`config.mk`:
```
export PLATFORM = sky130hd
export DESIGN_NAME = modular_exponentiation
export DESIGN_NICKNAME = d
export VERILOG_FILES = /design/src/rtl/core/mexp_pkg.sv /design/src/rtl/core/modular_exponentiation.sv /design/src/rtl/core/mexp_mulmod.sv
export VERILOG_INCLUDE_DIRS = /design/src /design/src/rtl/core
export SDC_FILE = /design/constraint.sdc
export NUM_CORES = 2
export LEC_CHECK = 0
export BUFFER_PORTS_ARGS = -buffer_cell sky130_fd_sc_hd__clkbuf_2
export CORE_UTILIZATION = 25
export CTS_BUF_LIST = sky130_fd_sc_hd__clkbuf_8
export CTS_CLUSTER_DIAMETER = 200
export CTS_CLUSTER_SIZE = 14
export DETAILED_ROUTE_END_ITERATION = 8
export PLACE_DENSITY_LB_ADDON = 0.05
export SLEW_MARGIN = 20
export SYNTH_ARGS = -nofsm -noshare
export SYNTH_HDL_FRONTEND = slang
export SYNTH_SLANG_ARGS = --single-unit
export TNS_END_PERCENT = 30
```
`constraint.sdc`:
```
create_clock -name aclk -period 6.5 [get_ports aclk]
set_input_delay 0.975 -clock aclk [delete_from_list [all_inputs] [get_ports aclk]]
set_output_delay 0.975 -clock aclk [all_outputs]
set_load 0.1 [all_outputs]
```
`src/rtl/core/modular_exponentiation_macros.svh`:
```
// Assertion helpers shared by the core.
`ifndef MODULAR_EXPONENTIATION_MACROS_SVH
`define MODULAR_EXPONENTIATION_MACROS_SVH

// Same-cycle implication, disabled while in reset.
`define MEXP_ASSERT_NOW(label, clk, rst_n, ante, cons, msg) \
    label: assert property (@(posedge clk) disable iff (!(rst_n)) (ante) |-> (cons)) \
        else $error(msg);

// Next-cycle implication, disabled while in reset.
`define MEXP_ASSERT_NEXT(label, clk, rst_n, ante, cons, msg) \
    label: assert property (@(posedge clk) disable iff (!(rst_n)) (ante) |=> (cons)) \
        else $error(msg);

`endif

```
`src/rtl/core/mexp_pkg.sv`:
```
package mexp_pkg;

    localparam int FIELD_W   = 64;
    localparam int CFG_IDX_W = 2;

    // register indexes on the config port
    localparam logic [CFG_IDX_W-1:0] CFG_MODULUS  = 2'd0;
    localparam logic [CFG_IDX_W-1:0] CFG_EXPONENT = 2'd1;

    localparam logic [FIELD_W-1:0] MODULUS_RESET  = 64'd1;
    localparam logic [FIELD_W-1:0] EXPONENT_RESET = 64'd65537;

    // status of a bit-serial modular multiplier
    typedef struct packed {
        logic busy;
        logic done;
    } mm_status_t;

endpackage

```
`src/rtl/core/modular_exponentiation.sv`:
```
// Each word: the base is reduced mod m, then one square-and-multiply step runs per exponent
// bit, LSB first, up to the highest set bit, so the run grows with the exponent's length.
// One word at a time: a new word is taken only in idle, after the last result is in the output
// register; the two bit-serial multipliers set the pace. Modulus zero gives a zero result.
// Reset: aresetn, synchronous, active low; modulus resets to 1, exponent to 65537.
`include "modular_exponentiation_macros.svh"

module modular_exponentiation
    import mexp_pkg::*;
#(
    parameter int MOD_BITS = 64
) (
    input  logic                 aclk,
    input  logic                 aresetn,
    // input words
    input  logic                 s_valid,
    output logic                 s_ready,
    input  logic [FIELD_W-1:0]   s_base,
    // result words
    output logic                 m_valid,
    input  logic                 m_ready,
    output logic [FIELD_W-1:0]   m_result,
    // register writes
    input  logic                 cfg_valid,
    output logic                 cfg_ready,
    input  logic [CFG_IDX_W-1:0] cfg_index,
    input  logic [FIELD_W-1:0]   cfg_data
);

    localparam int MB = MOD_BITS;

    typedef enum logic [2:0] {
        ST_IDLE,
        ST_REDUCE,   // base mod m, computed as (1 mod m) * base
        ST_LAUNCH,   // start next exponent bit, or finish when exponent is used up
        ST_STEP,     // square a, and multiply r by a when the bit is set
        ST_FINISH    // wait for the output register
    } state_t;

    state_t        state_reg;
    logic [MB-1:0] modulus_reg;
    logic [MB-1:0] exponent_reg;
    logic [MB-1:0] e_reg;        // remaining exponent bits, LSB next
    logic [MB-1:0] a_reg;        // running power of the base
    logic [MB-1:0] r_reg;        // running result
    logic          m_valid_reg;
    logic [FIELD_W-1:0] m_result_reg;

    logic          accept;
    logic          m_zero;
    logic [MB-1:0] one_m;

    logic          a_start;
    logic [MB-1:0] a_x;
    logic [MB-1:0] a_y;
    logic [MB-1:0] a_res;
    mm_status_t    a_st;

    logic          r_start;
    logic [MB-1:0] r_res;
    mm_status_t    r_st;

    assign s_ready   = (state_reg == ST_IDLE);
    assign accept    = s_valid && s_ready;
    assign cfg_ready = 1'b1;
    assign m_valid   = m_valid_reg;
    assign m_result  = m_result_reg;

    assign m_zero = (modulus_reg == '0);
    assign one_m  = (modulus_reg == MB'(1)) ? '0 : MB'(1);

    // unit A: reduction first, then squaring; unit R: result updates
    assign a_start = (accept && !m_zero) || (state_reg == ST_LAUNCH && e_reg != '0);
    assign a_x     = (state_reg == ST_IDLE) ? one_m : a_reg;
    assign a_y     = (state_reg == ST_IDLE) ? s_base[MB-1:0] : a_reg;
    assign r_start = (state_reg == ST_LAUNCH) && e_reg[0];

    mexp_mulmod #(.W(MB)) u_mul_a (
        .aclk    (aclk),
        .aresetn (aresetn),
        .start   (a_start),
        .op_x    (a_x),
        .op_y    (a_y),
        .op_m    (modulus_reg),
        .result  (a_res),
        .status  (a_st)
    );

    mexp_mulmod #(.W(MB)) u_mul_r (
        .aclk    (aclk),
        .aresetn (aresetn),
        .start   (r_start),
        .op_x    (r_reg),
        .op_y    (a_reg),
        .op_m    (modulus_reg),
        .result  (r_res),
        .status  (r_st)
    );

    // Config registers; out-of-range indexes are dropped.
    always_ff @(posedge aclk) begin
        if (!aresetn) begin
            modulus_reg  <= MODULUS_RESET[MB-1:0];
            exponent_reg <= EXPONENT_RESET[MB-1:0];
        end else if (cfg_valid && cfg_ready) begin
            case (cfg_index)
                CFG_MODULUS:  modulus_reg  <= cfg_data[MB-1:0];
                CFG_EXPONENT: exponent_reg <= cfg_data[MB-1:0];
                default: ;
            endcase
        end
    end

    // Sequencer and output register.
    always_ff @(posedge aclk) begin
        if (!aresetn) begin
            state_reg   <= ST_IDLE;
            m_valid_reg <= 1'b0;
        end else begin
            // in ST_FINISH the output register is handled below
            if (m_valid_reg && m_ready && state_reg != ST_FINISH) begin
                m_valid_reg <= 1'b0;
            end
            case (state_reg)
                ST_IDLE: begin
                    if (accept) begin
                        e_reg <= exponent_reg;
                        if (m_zero) begin
                            // no reduction defined: result is zero
                            r_reg     <= '0;
                            state_reg <= ST_FINISH;
                        end else begin
                            r_reg     <= one_m;
                            state_reg <= ST_REDUCE;
                        end
                    end
                end
                ST_REDUCE: begin
                    if (a_st.done) begin
                        a_reg     <= a_res;
                        state_reg <= ST_LAUNCH;
                    end
                end
                ST_LAUNCH: begin
                    if (e_reg == '0) begin
                        state_reg <= ST_FINISH;
                    end else begin
                        state_reg <= ST_STEP;
                    end
                end
                ST_STEP: begin
                    // both units run the same length, so A's done covers R
                    if (a_st.done) begin
                        a_reg <= a_res;
                        if (e_reg[0]) begin
                            r_reg <= r_res;
                        end
                        e_reg     <= e_reg >> 1;
                        state_reg <= ST_LAUNCH;
                    end
                end
                ST_FINISH: begin
                    if (!m_valid_reg || m_ready) begin
                        m_valid_reg  <= 1'b1;
                        m_result_reg <= FIELD_W'(r_reg);
                        state_reg    <= ST_IDLE;
                    end
                end
                default: begin
                    state_reg <= ST_IDLE;
                end
            endcase
        end
    end

    // Assertions
    `MEXP_ASSERT_NOW(a_idle_when_ready, aclk, aresetn, s_ready, !a_st.busy, "unit A busy while idle")
    `MEXP_ASSERT_NOW(r_done_with_a, aclk, aresetn, r_st.done, a_st.done, "units out of step")
    `MEXP_ASSERT_NEXT(busy_after_accept, aclk, aresetn, accept, !s_ready, "ready right after accept")

endmodule

```
`src/rtl/core/mexp_mulmod.sv`:
```
// Bit-serial x*y mod m, multiplier bits MSB first.
// Per bit: double, then conditional add of x. Needs x < m.
module mexp_mulmod
    import mexp_pkg::*;
#(
    parameter int W = 64
) (
    input  logic         aclk,
    input  logic         aresetn,
    input  logic         start,
    input  logic [W-1:0] op_x,
    input  logic [W-1:0] op_y,
    input  logic [W-1:0] op_m,
    output logic [W-1:0] result,
    output mm_status_t   status
);

    localparam int CW = $clog2(W);

    logic [W-1:0]  acc_reg;
    logic [W-1:0]  x_reg;
    logic [W-1:0]  y_reg;
    logic [W-1:0]  m_reg;
    logic [CW-1:0] cnt_reg;
    logic          phase_reg;
    logic          busy_reg;
    logic          done_reg;

    logic [W-1:0]  add_b;
    logic [W:0]    sum;
    logic          ge;
    logic [W-1:0]  red;

    // one modular add per cycle: acc + acc, or acc + x
    always_comb begin
        add_b = phase_reg ? x_reg : acc_reg;
        sum   = {1'b0, acc_reg} + {1'b0, add_b};
        ge    = sum >= {1'b0, m_reg};
        red   = ge ? W'(sum - {1'b0, m_reg}) : sum[W-1:0];
    end

    always_ff @(posedge aclk) begin
        if (!aresetn) begin
            busy_reg  <= 1'b0;
            done_reg  <= 1'b0;
            phase_reg <= 1'b0;
            cnt_reg   <= '0;
        end else begin
            done_reg <= 1'b0;
            if (start) begin
                busy_reg  <= 1'b1;
                phase_reg <= 1'b0;
                cnt_reg   <= '0;
            end else if (busy_reg) begin
                phase_reg <= ~phase_reg;
                if (phase_reg) begin
                    if (cnt_reg == CW'(W - 1)) begin
                        busy_reg <= 1'b0;
                        done_reg <= 1'b1;
                    end else begin
                        cnt_reg <= cnt_reg + 1'b1;
                    end
                end
            end
        end
    end

    always_ff @(posedge aclk) begin
        if (start) begin
            acc_reg <= '0;
            x_reg   <= op_x;
            y_reg   <= op_y;
            m_reg   <= op_m;
        end else if (busy_reg) begin
            if (!phase_reg) begin
                acc_reg <= red;
            end else begin
                if (y_reg[W-1]) begin
                    acc_reg <= red;
                end
                y_reg <= {y_reg[W-2:0], 1'b0};
            end
        end
    end

    assign result      = acc_reg;
    assign status.busy = busy_reg;
    assign status.done = done_reg;

endmodule
```
==> impl.org <==
** Outcome
- Result of the run :: complete, no violations

** Timing
- Final-layout worst hold slack :: between 0.3 and 0.4 ns
- Fin crit period :: about 6.4 ns
- Static timing analysis puts the maximum clock frequency at between 0.15 and 0.2 GHz.
- Adding up every negative setup slack in the final design gives 0 ns.
- Worst Skew :: around 0.097 ns
- Final setup fails :: 0
- Once routing completed, OpenROAD measured the worst setup slack at roughly 0.088 ns.
- At the pin with the least slew margin, the transition time is around 1.2 ns.
- Final hold vios :: 0
- Setup repair after global routing missed its margin :: yes
- Slew Viols, Final :: 0
- Fin crit share :: 98.64%
- Worst slew margin relative to its limit :: approximately a fifth

** Synth
- The cell area that synthesis handed to floorplanning was 50890 um2.
- Synth warn :: 0
- Commonest cells in the synthesized netlist :: 763 x sky130_fd_sc_hd__nand2_1, 640 x sky130_fd_sc_hd__edfxtp_1, 483 x sky130_fd_sc_hd__a21oi_1
- The share of the Yosys chip area taken by registers is 48.66%.
- Most used standard cell by instance count after synthesis :: sky130_fd_sc_hd__nand2_1
- After synthesis, the share of flip-flops with an asynchronous set or reset is 0%.
- After synthesis the netlist holds a flip-flop and latch count of a little over 900.
- The average instance in the mapped netlist occupies approximately 9.9 um2.
- Top cells by area, synth :: sky130_fd_sc_hd__edfxtp_1 38%, sky130_fd_sc_hd__dfxtp_1 11%, sky130_fd_sc_hd__ha_1 6.3%, sky130_fd_sc_hd__nand2_1 5.6%, sky130_fd_sc_hd__a21oi_1 4.8%
- When the netlist entered floorplanning its net count stood at between 5k and 6k.
- The synthesized netlist contains a little under 90 unique library cells.
- The cell count after synthesis came out at 5122.
- Summed over all instances, the cell type with the most area after synthesis is sky130_fd_sc_hd__edfxtp_1.
- Yosys mapped a number of flops with a built-in enable equal to 640.
- In the synthesized netlist the dominant register cell turns out to be sky130_fd_sc_hd__edfxtp_1.
- The synthesized design devotes to its leading area cell type a little under two fifths of total area.

** Floorplanning
- Core area :: approximately 200000 um2
- about 200 I/O pins were placed.
- Horizontal extent of the die :: around 450 um
- For this configuration, the core starts out at a cell density of 25.18%.
- The initialized floorplan defines about 170 standard-cell rows.
- Die area :: between 200000 and 250000 um2
- The die is roughly 450 um tall.

** Cells and area
- The net count of the finished layout is ~6.3k.
- After the flow finishes, the layout carries non-filler instances totaling between 8k and 9k.
- Fill cells in the final layout number ~21k.
- In the final layout, the multi-input gates occupy approximately 26000 um2.
- Layout area overhead :: 26.08%
- Share of final-layout standard cells stronger than drive strength 1 :: 27.13%
- Register area :: ~25000 um2

** Clocking
- Source-to-sink clock delay at the later pin of the worst-skew pair :: 0.90 ns
- Root Buffer Master :: sky130_fd_sc_hd__clkbuf_8
- The clock passes through at most 3 buffers.
- Clock slew seen by the registers of the worst setup and hold paths :: between 0.1 and 0.15 ns
- H-tree depth :: 3
- The number of clock buffers added by TritonCTS is 75.
- The clock net in this run drives a total of ~900 sinks.
- Clock tree from TritonCTS :: built

** Worst setup path
- In this design, the critical path's most frequently occurring cell is sky130_fd_sc_hd__buf_4.
- Of all nets on the critical path, the largest fanout is 9.
- Startpoint of the lowest-slack register-to-register path :: u_mul_r.phase_reg$_SDFFE_PP0P_
- The worst setup path is of the reg2reg kind.
- STA classifies the critical path endpoint as a flip-flop.
- Highest-delay cell along the critical path :: sky130_fd_sc_hd__or3b_4
- Required time of the worst setup path :: 7.24 ns
- Worst setup SP type :: flip-flop
- Measured in cells, the most critical reg-to-reg path has a length of 28.
- The worst register-to-register path ends at u_mul_r.result[7]$_SDFFE_PP0P_.
- The largest single stage delay on the critical path is 0.44 ns.
- Worst endpoint data arrival time :: 7.15 ns
- Register-to-register path setup slack :: 0.09 ns

** Route
- Wire length per cell :: 21.90 um
- Once detail routing completed, the nets flagged for antenna violations numbered 0.
- After detailed routing, the total wire length is 189.8 mm.
- Drt pass-1 iters :: 6
- The routed layout has around 41k vias.
- DRC viols :: 0
- Number of design-rule violations left by the first detailed-router iteration :: around 2.3k
- Using the TritonRoute via totals, the vias-per-cell ratio works out to ~4.7.

** Global route
- Antenna violations before repair :: 8
- GRT Total Usage :: a little under a fifth
- Global-route wire length before repair :: about 280 mm
- Total overflow reported by the global router :: 0
- Entering global routing, the biggest net connects around 130 pins.
- The number of global-route vias before repair came to 41.25k.

** Worst hold path
- Hold WC Path Type :: in2reg
- Number of stages on the worst hold path :: 3
- In this run the most critical hold path is launched from cfg_data[54].
- The path with the worst hold slack has its endpoint at modulus_reg[54]$_SDFFE_PN0P_.

** Placed design
- At the end of routability-driven placement, the weighted congestion stood at slightly below 0.9.
- Count of input and output buffers :: 200
- Timing analysis after detailed placement gives a worst setup slack of -0.6438 ns.
- Post-detailed-placement half-perimeter wirelength :: 142.4 mm
- In this run, placement finished with an instance count of 8461.

** Run
- Max-cap violation count :: 0
-- layer usage --
layer | up-vias | GRT usage, % | share of wire [%]
li1 | 20180 | - | -
met1 | 19970 | 25.14 | 48
met2 | 575 | 29.82 | 47
met3 | 154 | 1.701 | 2.5
met4 | 0 | 4.698 | 2.2
met5 | - | 0 | 0
-- worst max-delay path by stage --
| stage | start | end | slack [ns] |
|---|---|---|---|
| after floorplan | u_mul_a.phase_reg$_SDFFE_PP0P_ | u_mul_a.result[40]$_SDFFE_PN0P_ | 0.15 |
| after global routing | u_mul_a.phase_reg$_SDFFE_PP0P_ | u_mul_a.result[16]$_SDFFE_PN0P_ | -0.19 |
| after detailed placement | u_mul_r.phase_reg$_SDFFE_PP0P_ | u_mul_r.result[28]$_SDFFE_PP0P_ | -0.64 |
| final | u_mul_r.phase_reg$_SDFFE_PP0P_ | u_mul_r.result[7]$_SDFFE_PP0P_ | 0.09 |
| after global placement | u_mul_r.phase_reg$_SDFFE_PP0P_ | u_mul_r.result[28]$_SDFFE_PP0P_ | -0.66 |
| after CTS | u_mul_a.phase_reg$_SDFFE_PP0P_ | u_mul_a.result[59]$_SDFFE_PN0P_ | -0.02 |
-- layout by cell type, fill, tap and decap left out, drive strengths merged, types with 27 or more instances in the layout --
master	count
o21bai	55
nor4	42
mux2	192
o21ai	304
nor2	252
a211oi	93
dfxtp	277
nor3	49
xnor2	148
o211ai	45
a21oi	484
xor2	100
nand4	80
clkbuf	278
nand2	763
nand2b	27
buf	802
and3	90
a21boi	139
a21o	135
nand3	58
inv	270
edfxtp	640
nor2b	104
a31oi	31
ha	258
mux2i	51
o21a	47
-- cell families after synthesis --
| logic type | Yosys count | share of synthesized area [%] |
|---|---|---|
| simple gates | 1525 | 13.62 |
| fa+ha+maj | 262 | 6.501 |
| other cells | 1 | 0.007369 |
| xor+xnor | 248 | 4.268 |
| flops | 917 | 48.66 |
| buf+inv | 481 | 3.777 |
| mux | 243 | 5.252 |
| compound gates | 1445 | 17.91 |
-- critical path, delay by kind of cell (launching register included) --
kind                       cells  cell delay (ns)
AOI/OAI and AO/OA             12             2.45
buffers and inverters          6             1.01
and+or+nand+nor                4             0.70
adders and majority gates      3             0.89
muxes                          2             0.50
DFF                            1             0.42
xor gates and xnor gates       1             0.28
-- per-stage QoR --
stage | util [%] | area (um2)
4_1_cts | 30.78 | 62220
2_1_floorplan | - | 50890
5_1_grt | 31.74 | 64160
3_5_place_dp | 29.66 | 59950
6_report | 31.74 | 64160
3_3_place_gp | 29.65 | 59920
-- layout make-up --
class	instances	share of cell area, %
flip-flops and latches	917	38.61
multi-input cells	3724	41.00
repair buffers	1006	11.81
clock buffers	75	1.609
clock inverters	64	0.5168
diodes	3	0.01170
inverters	207	1.231
well taps	2672	5.211
-- timing repair --
action / 4_1_cts / 5_1_grt
pin swaps: 44 / 149
gates resized for setup: 121 / 294
buffers inserted: 15 / 50
hold buffers: 0 / 0
gates cloned: 5 / 4
endpoints found under the setup margin: 128 / 128
Power is not shown: default switching activity piles up to over one toggle a cycle in this logic, so the estimate is an artifact.
